## config.mk

```make
export PLATFORM = sky130hd
export DESIGN_NAME = sha1_message_digest
export DESIGN_NICKNAME = d
export VERILOG_FILES = /design/src/rtl/sha1md_pkg.sv /design/src/rtl/sha1_message_digest.sv /design/src/rtl/sha1md_round.sv
export SDC_FILE = /design/constraint.sdc
export NUM_CORES = 2
export LEC_CHECK = 0
export BUFFER_PORTS_ARGS = -buffer_cell sky130_fd_sc_hd__buf_2
export CAP_MARGIN = 15
export CORE_ASPECT_RATIO = 1.5
export CORE_MARGIN = 2
export CORE_UTILIZATION = 30
export DETAILED_ROUTE_END_ITERATION = 7
export PLACE_DENSITY = 0.41
export REMOVE_ABC_BUFFERS = 1
export SYNTH_ARGS = -nofsm -noshare
export SYNTH_HDL_FRONTEND = slang
export SYNTH_HIERARCHICAL = 1
export SYNTH_SLANG_ARGS = --single-unit
```

## constraint.sdc

```tcl
create_clock -name clk -period 23.2 [get_ports clk]
set_input_delay 1.16 -clock clk [delete_from_list [all_inputs] [get_ports clk]]
set_output_delay 1.16 -clock clk [all_outputs]
set_load 0.01 [all_outputs]
```

## src/rtl/sha1md_pkg.sv

```systemverilog
package sha1md_pkg;

	// Working variables of one compression pass
	typedef struct packed {
		logic [31:0] a;
		logic [31:0] b;
		logic [31:0] c;
		logic [31:0] d;
		logic [31:0] e;
	} sha1md_vars_t;

	localparam logic [31:0] H0_INIT = 32'h6745_2301;
	localparam logic [31:0] H1_INIT = 32'hEFCD_AB89;
	localparam logic [31:0] H2_INIT = 32'h98BA_DCFE;
	localparam logic [31:0] H3_INIT = 32'h1032_5476;
	localparam logic [31:0] H4_INIT = 32'hC3D2_E1F0;

	localparam logic [31:0] K_0_19  = 32'h5A82_7999;
	localparam logic [31:0] K_20_39 = 32'h6ED9_EBA1;
	localparam logic [31:0] K_40_59 = 32'h8F1B_BCDC;
	localparam logic [31:0] K_60_79 = 32'hCA62_C1D6;

	localparam logic [7:0] PAD_BYTE = 8'h80;

	localparam int unsigned NUM_ROUNDS = 80;
	localparam logic [6:0] LAST_ROUND = 7'(NUM_ROUNDS - 1);

	// Fixed rotations used by the round logic and the message schedule
	function automatic logic [31:0] rotl1(input logic [31:0] x);
		return {x[30:0], x[31]};
	endfunction

	function automatic logic [31:0] rotl5(input logic [31:0] x);
		return {x[26:0], x[31:27]};
	endfunction

	function automatic logic [31:0] rotl30(input logic [31:0] x);
		return {x[1:0], x[31:2]};
	endfunction

endpackage

```

## src/rtl/sha1_message_digest.sv

```systemverilog
// SHA-1 digest of a byte stream, one message byte per input transfer.
// Input channel: data_byte, has_byte, end_of_message with in_valid/in_stall.
// A transfer with has_byte set appends data_byte to the message; a transfer
// with end_of_message set closes it (with no byte, an empty tail is closed).
// Output channel: five transfers per message, digest_word h0..h4 with
// word_index 0..4 and last_word on the fifth, under out_valid/out_stall.
// Bytes are accepted one per cycle while idle; the byte that fills a 64-byte
// block starts a compression (a working variable load, 80 rounds through the
// single round unit, one chaining add). The block buffer is a 16x32 memory
// read one word per round. End of message: padding goes one byte per cycle
// between compressions, the length goes in as two words, and one or two
// compressions come before the first digest word. in_stall is high during
// compressions and from an end transfer until the fifth digest word is taken.
// A stalled receiver just holds the current word. Reset loads the initial hash
// values and clears the length and byte position; no memory clearing is needed.
module sha1_message_digest
	import sha1md_pkg::*;
(
	input  logic        clk,
	input  logic        arst_n,
	input  logic        in_valid,
	output logic        in_stall,
	input  logic [7:0]  data_byte,
	input  logic        has_byte,
	input  logic        end_of_message,
	output logic        out_valid,
	input  logic        out_stall,
	output logic [31:0] digest_word,
	output logic [2:0]  word_index,
	output logic        last_word
);

	typedef enum logic [2:0] {
		ST_IDLE,
		ST_PAD,
		ST_LEN_HI,
		ST_LEN_LO,
		ST_LOAD,
		ST_ROUND,
		ST_ADD,
		ST_EMIT
	} state_t;

	state_t       state_q;
	logic [5:0]   pos_q;
	logic [63:0]  len_q;
	logic [23:0]  word_q;
	logic         sent80_q;
	logic         pad_q;
	logic         final_q;
	logic [6:0]   round_q;
	logic [2:0]   idx_q;
	logic [31:0]  h_q [5];
	sha1md_vars_t vars_q;
	sha1md_vars_t vars_nxt;
	logic [31:0]  w_q [16];

	// Block buffer memory
	logic [31:0] mem [16];
	logic        mem_we;
	logic [3:0]  mem_waddr;
	logic [31:0] mem_wdata;
	logic [3:0]  mem_raddr;
	logic [31:0] rdata_q;

	logic        put_en;
	logic [7:0]  put_val;
	logic [31:0] wv;

	assign in_stall    = (state_q != ST_IDLE);
	assign out_valid   = (state_q == ST_EMIT);
	assign digest_word = h_q[idx_q];
	assign word_index  = idx_q;
	assign last_word   = (idx_q == 3'd4);

	// Byte insertion: message bytes when idle, padding bytes after the end
	always_comb begin
		put_en  = 1'b0;
		put_val = data_byte;
		case (state_q)
			ST_IDLE: begin
				put_en  = in_valid && has_byte;
				put_val = data_byte;
			end
			ST_PAD: begin
				put_en  = !sent80_q || (pos_q != 6'd56);
				put_val = sent80_q ? 8'h00 : PAD_BYTE;
			end
			default: begin
				put_en  = 1'b0;
				put_val = data_byte;
			end
		endcase
	end

	// Memory write: full words from the byte packer, then the bit length
	always_comb begin
		mem_we    = 1'b0;
		mem_waddr = pos_q[5:2];
		mem_wdata = {word_q[23:0], put_val};
		case (state_q)
			ST_LEN_HI: begin
				mem_we    = 1'b1;
				mem_waddr = 4'd14;
				mem_wdata = len_q[63:32];
			end
			ST_LEN_LO: begin
				mem_we    = 1'b1;
				mem_waddr = 4'd15;
				mem_wdata = len_q[31:0];
			end
			default: begin
				mem_we = put_en && (pos_q[1:0] == 2'd3);
			end
		endcase
	end

	// Read one word ahead of the round that uses it
	assign mem_raddr = (state_q == ST_ROUND) ? (round_q[3:0] + 4'd1) : 4'd0;

	always_ff @(posedge clk) begin
		if (mem_we) begin
			mem[mem_waddr] <= mem_wdata;
		end
		rdata_q <= mem[mem_raddr];
	end

	// Schedule word: from memory for the first 16 rounds, then expanded
	assign wv = (round_q < 7'd16) ? rdata_q : rotl1(w_q[13] ^ w_q[8] ^ w_q[2] ^ w_q[0]);

	sha1md_round u_round (
		.round (round_q),
		.cur   (vars_q),
		.w     (wv),
		.nxt   (vars_nxt)
	);

	// Schedule window and working variables (no reset needed)
	always_ff @(posedge clk) begin
		if (state_q == ST_LOAD) begin
			vars_q <= '{a: h_q[0], b: h_q[1], c: h_q[2], d: h_q[3], e: h_q[4]};
		end else if (state_q == ST_ROUND) begin
			vars_q <= vars_nxt;
			for (int i = 0; i < 15; i++) begin
				w_q[i] <= w_q[i + 1];
			end
			w_q[15] <= wv;
		end
	end

	// Control, byte packing, length and chaining words
	always_ff @(posedge clk or negedge arst_n) begin
		if (!arst_n) begin
			state_q  <= ST_IDLE;
			pos_q    <= '0;
			len_q    <= '0;
			word_q   <= '0;
			sent80_q <= 1'b0;
			pad_q    <= 1'b0;
			final_q  <= 1'b0;
			round_q  <= '0;
			idx_q    <= '0;
			h_q[0]   <= H0_INIT;
			h_q[1]   <= H1_INIT;
			h_q[2]   <= H2_INIT;
			h_q[3]   <= H3_INIT;
			h_q[4]   <= H4_INIT;
		end else begin
			if (put_en) begin
				pos_q  <= pos_q + 6'd1;
				word_q <= {word_q[15:0], put_val};
			end
			case (state_q)
				ST_IDLE: begin
					sent80_q <= 1'b0;
					if (in_valid) begin
						if (has_byte) begin
							len_q <= len_q + 64'd8;
						end
						if (put_en && (pos_q == 6'd63)) begin
							pad_q   <= end_of_message;
							state_q <= ST_LOAD;
						end else if (end_of_message) begin
							pad_q   <= 1'b1;
							state_q <= ST_PAD;
						end
					end
				end
				ST_PAD: begin
					if (put_en) begin
						sent80_q <= 1'b1;
						if (pos_q == 6'd63) begin
							state_q <= ST_LOAD;
						end
					end else begin
						state_q <= ST_LEN_HI;
					end
				end
				ST_LEN_HI: begin
					state_q <= ST_LEN_LO;
				end
				ST_LEN_LO: begin
					final_q <= 1'b1;
					state_q <= ST_LOAD;
				end
				ST_LOAD: begin
					round_q <= '0;
					state_q <= ST_ROUND;
				end
				ST_ROUND: begin
					round_q <= round_q + 7'd1;
					if (round_q == LAST_ROUND) begin
						state_q <= ST_ADD;
					end
				end
				ST_ADD: begin
					h_q[0] <= h_q[0] + vars_q.a;
					h_q[1] <= h_q[1] + vars_q.b;
					h_q[2] <= h_q[2] + vars_q.c;
					h_q[3] <= h_q[3] + vars_q.d;
					h_q[4] <= h_q[4] + vars_q.e;
					if (final_q) begin
						idx_q   <= '0;
						state_q <= ST_EMIT;
					end else if (pad_q) begin
						state_q <= ST_PAD;
					end else begin
						state_q <= ST_IDLE;
					end
				end
				ST_EMIT: begin
					if (!out_stall) begin
						if (idx_q == 3'd4) begin
							// Last word taken: back to a fresh message
							h_q[0]   <= H0_INIT;
							h_q[1]   <= H1_INIT;
							h_q[2]   <= H2_INIT;
							h_q[3]   <= H3_INIT;
							h_q[4]   <= H4_INIT;
							len_q    <= '0;
							pos_q    <= '0;
							pad_q    <= 1'b0;
							final_q  <= 1'b0;
							sent80_q <= 1'b0;
							idx_q    <= '0;
							state_q  <= ST_IDLE;
						end else begin
							idx_q <= idx_q + 3'd1;
						end
					end
				end
				default: begin
					state_q <= ST_IDLE;
				end
			endcase
		end
	end

endmodule

```

## src/rtl/sha1md_round.sv

```systemverilog
module sha1md_round
	import sha1md_pkg::*;
(
	input  logic [6:0]   round,
	input  sha1md_vars_t cur,
	input  logic [31:0]  w,
	output sha1md_vars_t nxt
);

	logic [31:0] f;
	logic [31:0] k;

	// Round function and constant by round group
	always_comb begin
		if (round < 7'd20) begin
			f = (cur.b & cur.c) | (~cur.b & cur.d);
			k = K_0_19;
		end else if (round < 7'd40) begin
			f = cur.b ^ cur.c ^ cur.d;
			k = K_20_39;
		end else if (round < 7'd60) begin
			f = (cur.b & cur.c) | (cur.b & cur.d) | (cur.c & cur.d);
			k = K_40_59;
		end else begin
			f = cur.b ^ cur.c ^ cur.d;
			k = K_60_79;
		end
	end

	// Shift the working variables, new a from the five-way sum
	assign nxt.a = rotl5(cur.a) + f + cur.e + k + w;
	assign nxt.b = cur.a;
	assign nxt.c = rotl30(cur.b);
	assign nxt.d = cur.c;
	assign nxt.e = cur.d;

endmodule

```

==> results <==
- The number of nets with antenna violations after routing is 0.
- STA classifies the critical path endpoint as a flop.
- The total number of vias is 42300.
- The layout cell share with drive strength beyond 1 is 0.140.
- Setup violations remaining at the end of the flow were counted as 0.
- The starting utilization of the core area is 0.301.
- The total number of placement rows is 218.
- The synthesized netlist occupies a cell area of 70600 sq um.
- The overall track demand over capacity in global routing is 0.174.
- For this design, the slowest cell found on the critical path is nor2_2.
- The post-route DRC violation count is 0.
- The detailed-route wire length per cell is 24.6 microns.
- Once layout is complete, the utilization of the core stands at 0.338.
- The highest cell delay on the worst timing path is 0.79 ns.
- The clock-pin slew on the worst setup and hold paths is 0.06 ns.
- Walking the worst path, the cells encountered are a41oi_1, and2_1, buf_4, nor2_2, buf_4, inv_1, nor2_1, nor2_1, fa_1, fa_1, ha_1, a21o_1, a211o_1, nor4_2, nor2_1, a2111o_1, a31oi_2, o21bai_1, xor2_1, mux2_2.
- Entering global routing, the biggest net connects 159 pins.
- After synthesis, the largest family of logic cells by area is compound AO/OA/AOI/OAI gates.
- The number of warning messages in the yosys log is 6.
- The synthesized-area fraction occupied by xor and xnor cells is 0.0398.
- The cell that appears most often on the critical path is nor2_1.
- The post-synthesis mux area share is 0.0751.
- The number of buffers added by the clock tree synthesis step is 163.
- The count of TritonRoute iterations in the first routing pass is 6.
- Derived from the worst setup path, the maximum achievable clock frequency is 143 MHz.
- The average instance in the mapped netlist occupies 13.2 sq um.
- The chip width is 400 microns.
- The clock network latency to the later pin of the worst-skew pair is 0.82 ns.
- The HPWL after detailed placement is 140000 microns.
- The number of clock sinks is 1483.
- The minimum clock period after layout is 7.01 ns.
- The kind of start point of the critical path is a flop.
- The post-route fraction of the period consumed by the critical path is 0.302.
- The TritonCTS clock tree is built.
- The total congestion overflow after global routing is 0.
- The number of global-route vias before repair is 43500.
- The gate count of the mapped netlist is 5329.
- The max-slew violation count is 0.
- The number of hold buffers added after cts is 0.
- The critical path data arrival time is 7.55 ns.
- The relative slew slack is 0.234.
- Port buffering added 51 buffers.
- Dividing the detail-routed via count by the number of cells gives 4.97.
- The number of setup buffers added after CTS is 0.
- The tool flagged a number of max-cap violations equal to 0.
- The most frequent standard cell in the layout excluding fill and tap cells is edfxtp_1.
- The violation count after the first detailed-route iteration is 2862.
- The path category of the worst min-delay check is input pin to async pin.
- The worst-case clock skew is 0.0388 ns.
- The clock tree buffer depth is 4.
- For the pin with the worst max-slew slack, the measured transition is 1.15 ns.
- Of the synthesized area, sequential elements account for 0.609.
- After synthesis, the share of flip-flops with an asynchronous set or reset is 0.180.
- Setup repair after global routing left no endpoint under its margin.
- The final layout contains routed wiring with a total length of 210000 microns.
- The synthesized design contains 1184 enable-type register cells.
- The run finished with clean final reports.
- The largest driver fanout on the critical path is 23.
- The kind of critical path is flop to flop.
- Of the total synthesized cell area, the portion taken by full adders, half adders and majority gates is 0.0706.
- The signed area change from the synthesized netlist to the final layout is 12.2%.
- The distinct cell type count of the synthesized netlist is 95.
- The number of hold-slack violations in the final timing report is 0.
- The I/O pin total is 52.
- Counting cells, the worst reg-to-reg path comes to 20.
- The total of flip-flops plus latches after synthesis is 1483.
- After the last flow step, the layout net total stands at 5645.
- The standard cell core area is 235000 sq um.
- The fraction of the mapped netlist area in compound gates is 0.0977.
- The maximum level of the CTS H-tree is 4.
- The die covers 239000 sq um.
- Once the clock tree was built, the resizer swapped 0 gates to a different size.
- The dominant synthesized flop cell is edfxtp_1.
- The library cell used as clock root buffer is clkbuf_16.
- For the worst setup path, the data required time is 23.74 ns.
- The filler cells instantiated in the layout total 23000.
- The number of antenna violations at the first check in global routing is 6.
- The synthesized-area fraction occupied by and/or/nand/nor cells is 0.0697.
- The die is 598 microns tall.
- The global placer's final weighted congestion is 0.843.
- In the layout the commonest cells are 1184 x edfxtp_1, 336 x nand2_1, 319 x nor2_1.
- The first global-routing pass estimated 307000 microns of wire.
==> kinds of logic (layout without fill, tap and decap cells) <==
logic type / count (synthesis) / in the layout
xor+xnor: 321 / 321
compound gates: 1080 / 1080
mux: 466 / 466
other cells: 0 / 2
buf+inv: 582 / 687
fa+ha+maj: 323 / 323
simple gates: 1074 / 1074
flops: 1483 / 1483
==> critical path: cells and delay by family (launching register included) <==
family / cells / cell delay [ns]
AOI/OAI and AO/OA: 6 / 1.76
and+or+nand+nor: 6 / 1.78
buffers and inverters: 3 / 0.88
adders and majority gates: 3 / 1.38
DFF: 1 / 0.49
xor gates and xnor gates: 1 / 0.14
muxes: 1 / 0.26
==> synthesized netlist by cell type (all sizes together), types with 36 or more instances <==
| library cell | instances | area [sq um] |
|---|---|---|
| nor2 | 343 | 1290 |
| mux2 | 186 | 2090 |
| nand4 | 36 | 225 |
| inv | 239 | 897 |
| nand3 | 110 | 561 |
| dfstp | 80 | 2100 |
| a311oi | 37 | 330 |
| o21ai | 260 | 1300 |
| a21oi | 304 | 1530 |
| xor2 | 111 | 972 |
| ha | 198 | 2480 |
| nand2 | 342 | 1300 |
| clkbuf | 174 | 653 |
| nor2b | 74 | 463 |
| a211oi | 123 | 948 |
| mux2i | 248 | 2480 |
| dfrtp | 187 | 4680 |
| o22ai | 45 | 282 |
| nor3 | 52 | 282 |
| fa | 125 | 2500 |
| a21o | 89 | 668 |
| a31oi | 52 | 338 |
| buf | 169 | 1140 |
| xnor2 | 210 | 1840 |
| edfxtp | 1184 | 35600 |
==> path summary, 6_finish.rpt <==
path                                         from                    end  slack, ns
max in group asynchronous                  arst_n     h_q[3]$_DFFE_PN0P_      20.90
max reg2reg                round_q[4]$_DFFE_PN0N_  vars_q[152]$_DFFE_PN_      16.19
min reg2reg                  w_q[1][33]$_DFFE_PP_    w_q[1][1]$_DFFE_PP_       0.40
max                        round_q[4]$_DFFE_PN0N_  vars_q[152]$_DFFE_PN_      16.19
min                                        arst_n  len_q[62]$_DFFE_PN0P_       0.31
min in group clk             w_q[1][33]$_DFFE_PP_    w_q[1][1]$_DFFE_PP_       0.40
==> per-stage QoR <==
stage / setup TNS (ns) / hold slack (ns) / std cells / instance area, sq um / setup slack (ns)
3_5_place_dp: 0 / 0.405 / 8219 / 73900 / 16.19
5_1_grt: 0 / 0.342 / 8515 / 79200 / 15.69
6_report: 0 / 0.313 / 8516 / 79200 / 16.19
4_1_cts: 0 / 0.334 / 8510 / 79100 / 16.10
2_1_floorplan: -74.99 / 0.400 / 4986 / 68800 / -2.31
3_3_place_gp: 0 / 0.401 / 8216 / 73900 / 16.17
==> cell type report <==
type / instances / area (sq um) / area share
sequential: 1483 / 43000 / 0.543
multi-input combinational: 3264 / 25100 / 0.317
clock buffer: 217 / 4470 / 0.0564
tap: 3080 / 3850 / 0.0487
timing repair buffer: 157 / 1090 / 0.0138
inverter: 239 / 910 / 0.0115
clock inverter: 74 / 731 / 0.00923
antenna: 2 / 5.00 / 0.0000632
==> registers in the layout (all words and copies together), names as in the netlist <==
signal and cells:
rdata_q 32, word_index 3, h_q 160, pad_q 1, word_q 24, round_q 7, pos_q 6, state_q 3
vars_q 160, sent80_q 1, final_q 1, mem 512, len_q 61, w_q 512
==> layer usage <==
layer	vias to the layer above	part of all wire	global-route usage
met5	-	0	0
met4	0	0.034	0.0582
met3	301	0.028	0.0185
met2	737	0.52	0.313
met1	21700	0.42	0.216
li1	19500	-	-
Power is left out: the tool's default activity adds up to more than one toggle a clock period on the data nets, which glitch-free logic cannot reach.
